File: src/xcfp_pkg.sv
`timescale 1ns / 1ps
// shared types and constants for the xor checked frame parser
// no dependencies

package xcfp_pkg;

  localparam int unsigned COUNT_W = 9;

  localparam logic [COUNT_W-1:0] COUNT_MAX = 9'd511;
  localparam logic [9:0]         MIN_FRAME = 10'd5;

  localparam logic [2:0] ROLE_HEADER  = 3'd0;
  localparam logic [2:0] ROLE_COMMAND = 3'd1;
  localparam logic [2:0] ROLE_LENGTH  = 3'd2;
  localparam logic [2:0] ROLE_PAYLOAD = 3'd3;
  localparam logic [2:0] ROLE_TRAILER = 3'd4;

  localparam logic [2:0] STATUS_OK        = 3'd0;
  localparam logic [2:0] STATUS_SHORT     = 3'd1;
  localparam logic [2:0] STATUS_DELIMITER = 3'd2;
  localparam logic [2:0] STATUS_LENGTH    = 3'd3;
  localparam logic [2:0] STATUS_CHECKSUM  = 3'd4;

  localparam logic REG_HEADER = 1'b0;
  localparam logic REG_TAIL   = 1'b1;

  localparam logic [7:0] HEADER_RESET = 8'hAA;
  localparam logic [7:0] TAIL_RESET   = 8'h55;

  typedef struct packed {
    logic [7:0] header_byte;
    logic [7:0] tail_byte;
  } cfg_t;

  typedef struct packed {
    logic [2:0] byte_role;
    logic [7:0] byte_value;
    logic [7:0] payload_index;
    logic       frame_done;
    logic [2:0] frame_status;
    logic [7:0] command;
    logic [7:0] payload_length;
  } result_t;

endpackage

File: src/xcfp_cfg.sv
`timescale 1ns / 1ps
// apb register file holding the header and tail delimiters
// depends on xcfp_pkg

module xcfp_cfg import xcfp_pkg::*; (
  input  logic        clk,
  input  logic        rst,
  input  logic        psel,
  input  logic        penable,
  input  logic        pwrite,
  input  logic [2:0]  paddr,
  input  logic [31:0] pwdata,
  output logic [31:0] prdata,
  output logic        pready,
  output cfg_t        cfg
);

  logic wr_en;

  assign pready = 1'b1;
  assign wr_en  = psel && penable && pwrite;

  always_ff @(posedge clk) begin
    if (rst) begin
      cfg.header_byte <= HEADER_RESET;
      cfg.tail_byte   <= TAIL_RESET;
    end else if (wr_en) begin
      unique case (paddr[2])
        REG_HEADER: cfg.header_byte <= pwdata[7:0];
        REG_TAIL:   cfg.tail_byte   <= pwdata[7:0];
        default:    ;
      endcase
    end
  end

  always_comb begin
    unique case (paddr[2])
      REG_HEADER: prdata = {24'd0, cfg.header_byte};
      REG_TAIL:   prdata = {24'd0, cfg.tail_byte};
      default:    prdata = 32'd0;
    endcase
  end

  // unused low address bits
  logic unused_addr;
  assign unused_addr = ^paddr[1:0];

endmodule

File: src/xcfp_track.sv
`timescale 1ns / 1ps
// frame position tracking, field capture, running xor and verdict
// depends on xcfp_pkg

module xcfp_track import xcfp_pkg::*; (
  input  logic       clk,
  input  logic       rst,
  input  logic       accept,
  input  logic [7:0] in_byte,
  input  logic       frame_last,
  input  cfg_t       cfg,
  output result_t    result
);

  logic [COUNT_W-1:0] byte_count;
  logic [7:0]         saved_command;
  logic [7:0]         saved_length;
  logic [7:0]         running_xor;
  logic               header_matched;
  logic               checksum_matched;

  logic [COUNT_W-1:0] byte_count_next;
  logic [7:0]         saved_command_next;
  logic [7:0]         saved_length_next;
  logic [7:0]         running_xor_next;
  logic               header_matched_next;
  logic               checksum_matched_next;

  logic [COUNT_W-1:0] pos_body;
  logic [COUNT_W-1:0] check_pos;
  logic [9:0]         flen;
  logic [9:0]         expect_len;
  logic               at_start;
  logic [2:0]         role;
  logic [7:0]         pidx;
  logic [2:0]         status;

  assign at_start   = (byte_count == '0);
  assign pos_body   = byte_count - 9'd3;
  assign check_pos  = {1'b0, saved_length_next} + 9'd3;
  assign flen       = {1'b0, byte_count} + 10'd1;
  assign expect_len = {2'b00, saved_length_next} + MIN_FRAME;

  always_comb begin
    saved_command_next = saved_command;
    saved_length_next  = saved_length;
    header_matched_next = header_matched;
    pidx = 8'd0;
    role = ROLE_TRAILER;
    if (at_start) begin
      saved_command_next  = 8'd0;
      saved_length_next   = 8'd0;
      header_matched_next = (in_byte == cfg.header_byte);
      role = ROLE_HEADER;
    end else if (byte_count == 9'd1) begin
      saved_command_next = in_byte;
      role = ROLE_COMMAND;
    end else if (byte_count == 9'd2) begin
      saved_length_next = in_byte;
      role = ROLE_LENGTH;
    end else if (pos_body < {1'b0, saved_length}) begin
      role = ROLE_PAYLOAD;
      pidx = pos_body[7:0];
    end

    checksum_matched_next = checksum_matched;
    if (byte_count >= 9'd3 && byte_count == check_pos) begin
      checksum_matched_next = (running_xor == in_byte);
    end
    running_xor_next = at_start ? running_xor : (running_xor ^ in_byte);
    byte_count_next  = (byte_count < COUNT_MAX) ? byte_count + 9'd1 : byte_count;

    status = STATUS_OK;
    if (frame_last) begin
      if (flen < MIN_FRAME) begin
        status = STATUS_SHORT;
      end else if (!header_matched_next || in_byte != cfg.tail_byte) begin
        status = STATUS_DELIMITER;
      end else if (byte_count >= COUNT_MAX || flen != expect_len) begin
        status = STATUS_LENGTH;
      end else if (!checksum_matched_next) begin
        status = STATUS_CHECKSUM;
      end
    end
  end

  always_comb begin
    result.byte_role      = role;
    result.byte_value     = in_byte;
    result.payload_index  = pidx;
    result.frame_done     = frame_last;
    result.frame_status   = status;
    result.command        = saved_command_next;
    result.payload_length = saved_length_next;
  end

  always_ff @(posedge clk) begin
    if (rst) begin
      byte_count       <= '0;
      saved_command    <= 8'd0;
      saved_length     <= 8'd0;
      running_xor      <= 8'd0;
      header_matched   <= 1'b0;
      checksum_matched <= 1'b0;
    end else if (accept) begin
      saved_command <= saved_command_next;
      saved_length  <= saved_length_next;
      if (frame_last) begin
        byte_count       <= '0;
        running_xor      <= 8'd0;
        header_matched   <= 1'b0;
        checksum_matched <= 1'b0;
      end else begin
        byte_count       <= byte_count_next;
        running_xor      <= running_xor_next;
        header_matched   <= header_matched_next;
        checksum_matched <= checksum_matched_next;
      end
    end
  end

endmodule

File: src/xcfp_obuf.sv
`timescale 1ns / 1ps
// two-entry result buffer between the tracker and the output channel
// depends on xcfp_pkg

module xcfp_obuf import xcfp_pkg::*; (
  input  logic    clk,
  input  logic    rst,
  input  logic    push,
  input  result_t push_data,
  output logic    full,
  output logic    out_valid,
  input  logic    out_stall,
  output result_t head
);

  logic [1:0] count;
  result_t    entry1;
  logic       pop;

  assign pop       = out_valid && !out_stall;
  assign out_valid = (count != 2'd0);
  assign full      = (count == 2'd2);

  always_ff @(posedge clk) begin
    if (rst) begin
      count <= 2'd0;
    end else begin
      case ({push, pop})
        2'b10:   count <= count + 2'd1;
        2'b01:   count <= count - 2'd1;
        default: count <= count;
      endcase
    end
  end

  always_ff @(posedge clk) begin
    case ({push, pop})
      2'b11: begin
        if (count == 2'd2) begin
          head   <= entry1;
          entry1 <= push_data;
        end else begin
          head <= push_data;
        end
      end
      2'b10: begin
        if (count == 2'd0) begin
          head <= push_data;
        end else begin
          entry1 <= push_data;
        end
      end
      2'b01: head <= entry1;
      default: ;
    endcase
  end

endmodule

File: src/xor_checked_frame_parser.sv
`timescale 1ns / 1ps
// a byte's result enters the two-entry buffer when accepted and is offered once earlier results have left
// throughput: one byte per cycle while the input is not stalled, set by the single-pass tracker and two-entry buffer
// input stalls while both result buffer entries are held, which only a stalled output brings about
// reset: synchronous, returns to frame start, delimiters to 0xaa and 0x55
// depends on xcfp_pkg, xcfp_cfg, xcfp_track, xcfp_obuf

module xor_checked_frame_parser import xcfp_pkg::*; (
  input  logic        clk,
  input  logic        rst,
  input  logic        psel,
  input  logic        penable,
  input  logic        pwrite,
  input  logic [2:0]  paddr,
  input  logic [31:0] pwdata,
  output logic [31:0] prdata,
  output logic        pready,
  input  logic        in_valid,
  output logic        in_stall,
  input  logic [7:0]  in_byte,
  input  logic        frame_last,
  output logic        out_valid,
  input  logic        out_stall,
  output logic [2:0]  byte_role,
  output logic [7:0]  byte_value,
  output logic [7:0]  payload_index,
  output logic        frame_done,
  output logic [2:0]  frame_status,
  output logic [7:0]  command,
  output logic [7:0]  payload_length
);

  cfg_t    cfg;
  result_t result;
  result_t head;
  logic    accept;
  logic    full;

  assign in_stall = full;
  assign accept   = in_valid && !full;

  xcfp_cfg u_cfg (
    .clk     (clk),
    .rst     (rst),
    .psel    (psel),
    .penable (penable),
    .pwrite  (pwrite),
    .paddr   (paddr),
    .pwdata  (pwdata),
    .prdata  (prdata),
    .pready  (pready),
    .cfg     (cfg)
  );

  xcfp_track u_track (
    .clk        (clk),
    .rst        (rst),
    .accept     (accept),
    .in_byte    (in_byte),
    .frame_last (frame_last),
    .cfg        (cfg),
    .result     (result)
  );

  xcfp_obuf u_obuf (
    .clk       (clk),
    .rst       (rst),
    .push      (accept),
    .push_data (result),
    .full      (full),
    .out_valid (out_valid),
    .out_stall (out_stall),
    .head      (head)
  );

  assign byte_role      = head.byte_role;
  assign byte_value     = head.byte_value;
  assign payload_index  = head.payload_index;
  assign frame_done     = head.frame_done;
  assign frame_status   = head.frame_status;
  assign command        = head.command;
  assign payload_length = head.payload_length;

  a_full_has_head: assert property (@(posedge clk) disable iff (rst)
    in_stall |-> out_valid)
    else $error("buffer full without a result at the head");

  a_status_only_at_end: assert property (@(posedge clk) disable iff (rst)
    (out_valid && !frame_done) |-> (frame_status == STATUS_OK))
    else $error("verdict on a byte that does not close the frame");

  a_index_only_payload: assert property (@(posedge clk) disable iff (rst)
    (out_valid && byte_role != ROLE_PAYLOAD) |-> (payload_index == 8'd0))
    else $error("payload index on a non-payload byte");

  a_accept_gives_result: assert property (@(posedge clk) disable iff (rst)
    (in_valid && !in_stall) |=> out_valid)
    else $error("accepted byte produced no result");

endmodule

File: config.mk
export PLATFORM = sky130hd
export DESIGN_NAME = xor_checked_frame_parser
export DESIGN_NICKNAME = d
export VERILOG_FILES = /design/src/xcfp_pkg.sv /design/src/xcfp_cfg.sv /design/src/xcfp_track.sv /design/src/xcfp_obuf.sv /design/src/xor_checked_frame_parser.sv
export SDC_FILE = /design/constraint.sdc
export NUM_CORES = 1
export LEC_CHECK = 0
export ABC_AREA = 1
export ABC_CLOCK_PERIOD_IN_PS = 11100
export BUFFER_PORTS_ARGS = -buffer_cell sky130_fd_sc_hd__buf_2
export CORE_UTILIZATION = 45
export DETAILED_ROUTE_END_ITERATION = 8
export GPL_TIMING_DRIVEN = 0
export MAX_ROUTING_LAYER = met4
export PLACE_DENSITY = 0.66
export SLEW_MARGIN = 5
export SYNTH_ARGS = -nofsm -noshare
export SYNTH_HDL_FRONTEND = slang
export SYNTH_SLANG_ARGS = --single-unit
File: constraint.sdc
create_clock -name clk -period 11.1 [get_ports clk]
set_input_delay 2.22 -clock clk [delete_from_list [all_inputs] [get_ports clk]]
set_output_delay 2.22 -clock clk [all_outputs]
set_load 0.02 [all_outputs]
==> results.md <==
| Item | Reported |
|:---|:---|
| Width of the die | 136 um |
| Remaining global-route overflow | 0 |
| Worst IR drop on VDD | 0.128 mV |
| Total of hold buffers inserted after clock tree synthesis | 0 |
| Fraction of final layout cells sized beyond drive strength 1 | 17.8% |
| Logic gate share of total power | 41.9% |
| Worst path required time | 8880 ps |
| Post-Route Setup TNS | 0 ps |
| Routability congestion estimate from global placement | 0.937 |
| Highest Clock Rate | 179 MHz |
| Clock sinks | 131 |
| Critical path type | in -> out |
| Launch instance of the worst register-to-register path | u_obuf.count[0] |
| Post-detailed-route wirelength per cell | 16.0 um |
| Antenna diode count | 0 |
| Worst reg-to-reg setup slack | 7300 ps |
| Cell count after synthesis | 1,043 |
| Startpoint Class | input port |
| Iteration-0 DRC Markers | 773 |
| Clock tree from TritonCTS | built |
| Result of the run | finished, final reports clean |
| Part of the total power dissipated in the clock network | 23.6% |
| Clk buf depth | 2 |
| Worst min-delay path category | reg -> reg |
| Initial Util | 46.6% |
| Die Height | 136 um |
| Cell internal pwr | 1.25 mW |
| Power spent charging and discharging nets | 889 uW |
| Die Outline Area | 18,600 um^2 |
| Hold violation count in the final report | 0 |
| Port Buffers | 71 |
| Pin count of the biggest net entering global routing | 31 |
| Cts bufs inserted | 17 |
| Post-Route WL | 22.4 mm |
| Total standard cell area after synthesis | 8140 um^2 |
| Tcrit/Tclk final | 50.3% |
| Proportion of synthesized chip area in sequential cells | 41.8% |
| Clock transition at path regs | 60 ps |
| Final critical path time including I/O delays and setup | 5580 ps |
| Detailed-placement wirelength estimate | 17.0 mm |
| Cell with the most instances after synthesis | nand2_1 |
| Static leakage power | 4.20 nW |
| Switching part of the total | 41.6% |
| Syn avg cell area | 7.80 um^2 |
| Flip-flop and latch count after synthesis | 131 |
| Area inside the core boundary | 17,500 um^2 |
| Worst-Skew Late Latency | 420 ps |
| Hold path endpoint | u_track.saved_command[2] |
| Fraction of synthesized cell area taken by the top area cell type | 28.8% |
| I/O pins | 125 |
| Transition time at the pin with the least slew margin | 743 ps |
| Max-cap violations | 0 |
| Number of nets with antenna violations after routing | 0 |
| Worst Setup End Kind | output pin |
| Wire length of the first global-routing pass | 34.9 mm |
| Vias in the first global route | 6,531 |
| Count of TritonRoute iterations in the first routing pass | 5 |
| Worst clock skew | 7.84 ps |
| Layout overhead on the synthesized area | 16.2% |
| Routed via count divided by cell count | 5.30 |
| Number of different library cells in the post-synthesis netlist | 45 |
| Final nets | 1,226 |
| Hold Crit Depth | 2 |
| Clock tree root driver cell | clkbuf_16 |
| Fraction of power consumed by sequential logic | 34.5% |
| Largest area contributor in the synthesized netlist | edfxtp_1 |
| Flip-flop cell with the highest count after synthesis | edfxtp_1 |
| Maximum level of the CTS H-tree | 4 |
| Pins Over Slew Limit | 0 |
| Cell types with the largest area share after synthesis | edfxtp_1, dfxtp_1, nand2_1 |
| Hold Startpoint | u_track.saved_command[2] |
| Most common library cells after synthesis | nand2_1, o21ai_0, inv_1 |
| Power density relative to cell area | 226 nW/um^2 |
| Post-route worst hold slack | 462 ps |
| Count of warnings emitted by yosys | 0 |
| DRC viols | 0 |
| Unrepaired setup endpoints after global routing | false |
| Setup violations, final | 0 |
| Global router's overall resource usage | 25.6% |
| Biggest fanout along the worst timing path | 10 |
| Worst reg2reg path depth | 11 |
| Data arrival time of the worst path | 3360 ps |
| Via count | 7,392 |
| Number of enable flip-flop cells after synthesis | 78 |
| Cell row count | 48 |
| Critical register-to-register path endpoint | u_obuf.head[32] |
| CTS resizes | 0 |
| Worst slew margin relative to its limit | 50.3% |
| Share of synthesized flip-flops with an asynchronous set or reset | 0% |
| # Post-CTS Setup Buffers | 0 |
| Number of antenna violations at the first check in global routing | 0 |
## worst max-delay path, cell delays in order
cell      delay (ps)
clkbuf_1         360
clkinv_1         380
nand2_1          160
nand2_1           80
buf_2            160
## cell usage in the layout (no fill, tap or decap), types with 5 or more instances in the layout
cell	instances
a32o_1	8
xor2_1	10
inv_1	94
nand3_1	37
a211oi_1	7
buf_4	27
nand4_1	13
edfxtp_1	78
ha_1	17
conb_1	25
dfxtp_1	53
clkinv_2	5
o21ai_0	99
nor2_1	72
nor3_1	5
clkinv_1	6
nand2_4	7
nand3_2	12
inv_2	6
nand2_2	13
xnor2_1	21
nand3_4	7
nand2_1	276
clkbuf_1	40
nor2_2	8
clkbuf_16	17
o211ai_1	5
buf_2	75
a21oi_1	82
## sequential cells by signal, summed over array words and instances, names as in the netlist
signal,flops
u_cfg.cfg,16
u_obuf.count,2
u_obuf.entry1,39
u_obuf.head,39
u_track.byte_count,9
u_track.checksum_matched,1
u_track.header_matched,1
u_track.running_xor,8
u_track.saved_command,8
u_track.saved_length,8
## power groups by stage
stage	registers, mW	logic, mW	clock network (mW)
CTS	0.737	0.887	0.509
detailed placement	0.747	0.883	0
floorplan	0.841	0.524	0
global placement	0.754	0.850	0
global route	0.751	0.985	0.532
finish	0.737	0.895	0.505
## final cells by class
| type | instances | area (um^2) |
|---|---|---|
| Buffer | 77 | 442 |
| Clock buffer | 18 | 439 |
| Clock inverter | 14 | 88.8 |
| Fill cell | 1674 | 8020 |
| Inverter | 106 | 403 |
| Multi-Input combinational cell | 752 | 4000 |
| Sequential cell | 131 | 3400 |
| Tap cell | 225 | 282 |
| Timing Repair Buffer | 73 | 403 |
## layer usage
layer,track usage (%),wire length [um],up-vias
li1,-,-,3636
met1,33.0,9930,3420
met2,40.3,10400,296
met3,3.73,1400,40
met4,10.1,575,0
met5,-,0,-
## worst max-delay path by stage
stage / startpoint / to / slack (ps) / cells past startpoint
3_3_place_gp: in_valid / u_obuf.entry1[23] / 3450 / 10
5_1_grt: paddr[2] / prdata[6] / 5460 / 5
6_report: paddr[2] / prdata[6] / 5520 / 5
4_1_cts: paddr[2] / prdata[6] / 5570 / 5
3_5_place_dp: in_valid / u_obuf.head[32] / 5510 / 12
2_1_floorplan: in_valid / u_obuf.entry1[0] / 5240 / 9
## cells by family after synthesis
group	Yosys count	share of synthesized area, %
other cells	2	0.0923
compound gates	213	14.3
buf+inv	183	10.4
flops	131	41.8
simple gates	466	27.5
fa+ha+maj	17	2.61
xor+xnor	31	3.34
## stage by stage
| step | util, % | cells | total power, mW | setup WS (ps) | area [um^2] |
|---|---|---|---|---|---|
| after CTS | 54.1 | 1396 | 2.13 | 5570 | 9460 |
| after global routing | 54.1 | 1396 | 2.27 | 5460 | 9460 |
| final | 54.1 | 1396 | 2.14 | 5520 | 9460 |
| after floorplan | - | 1066 | 1.36 | 5240 | 8230 |
| after global placement | 50.7 | 1362 | 1.60 | 3450 | 8860 |
| after detailed placement | 51.1 | 1364 | 1.63 | 5510 | 8930 |
No activity file was read; power rests on OpenSTA's default activity.
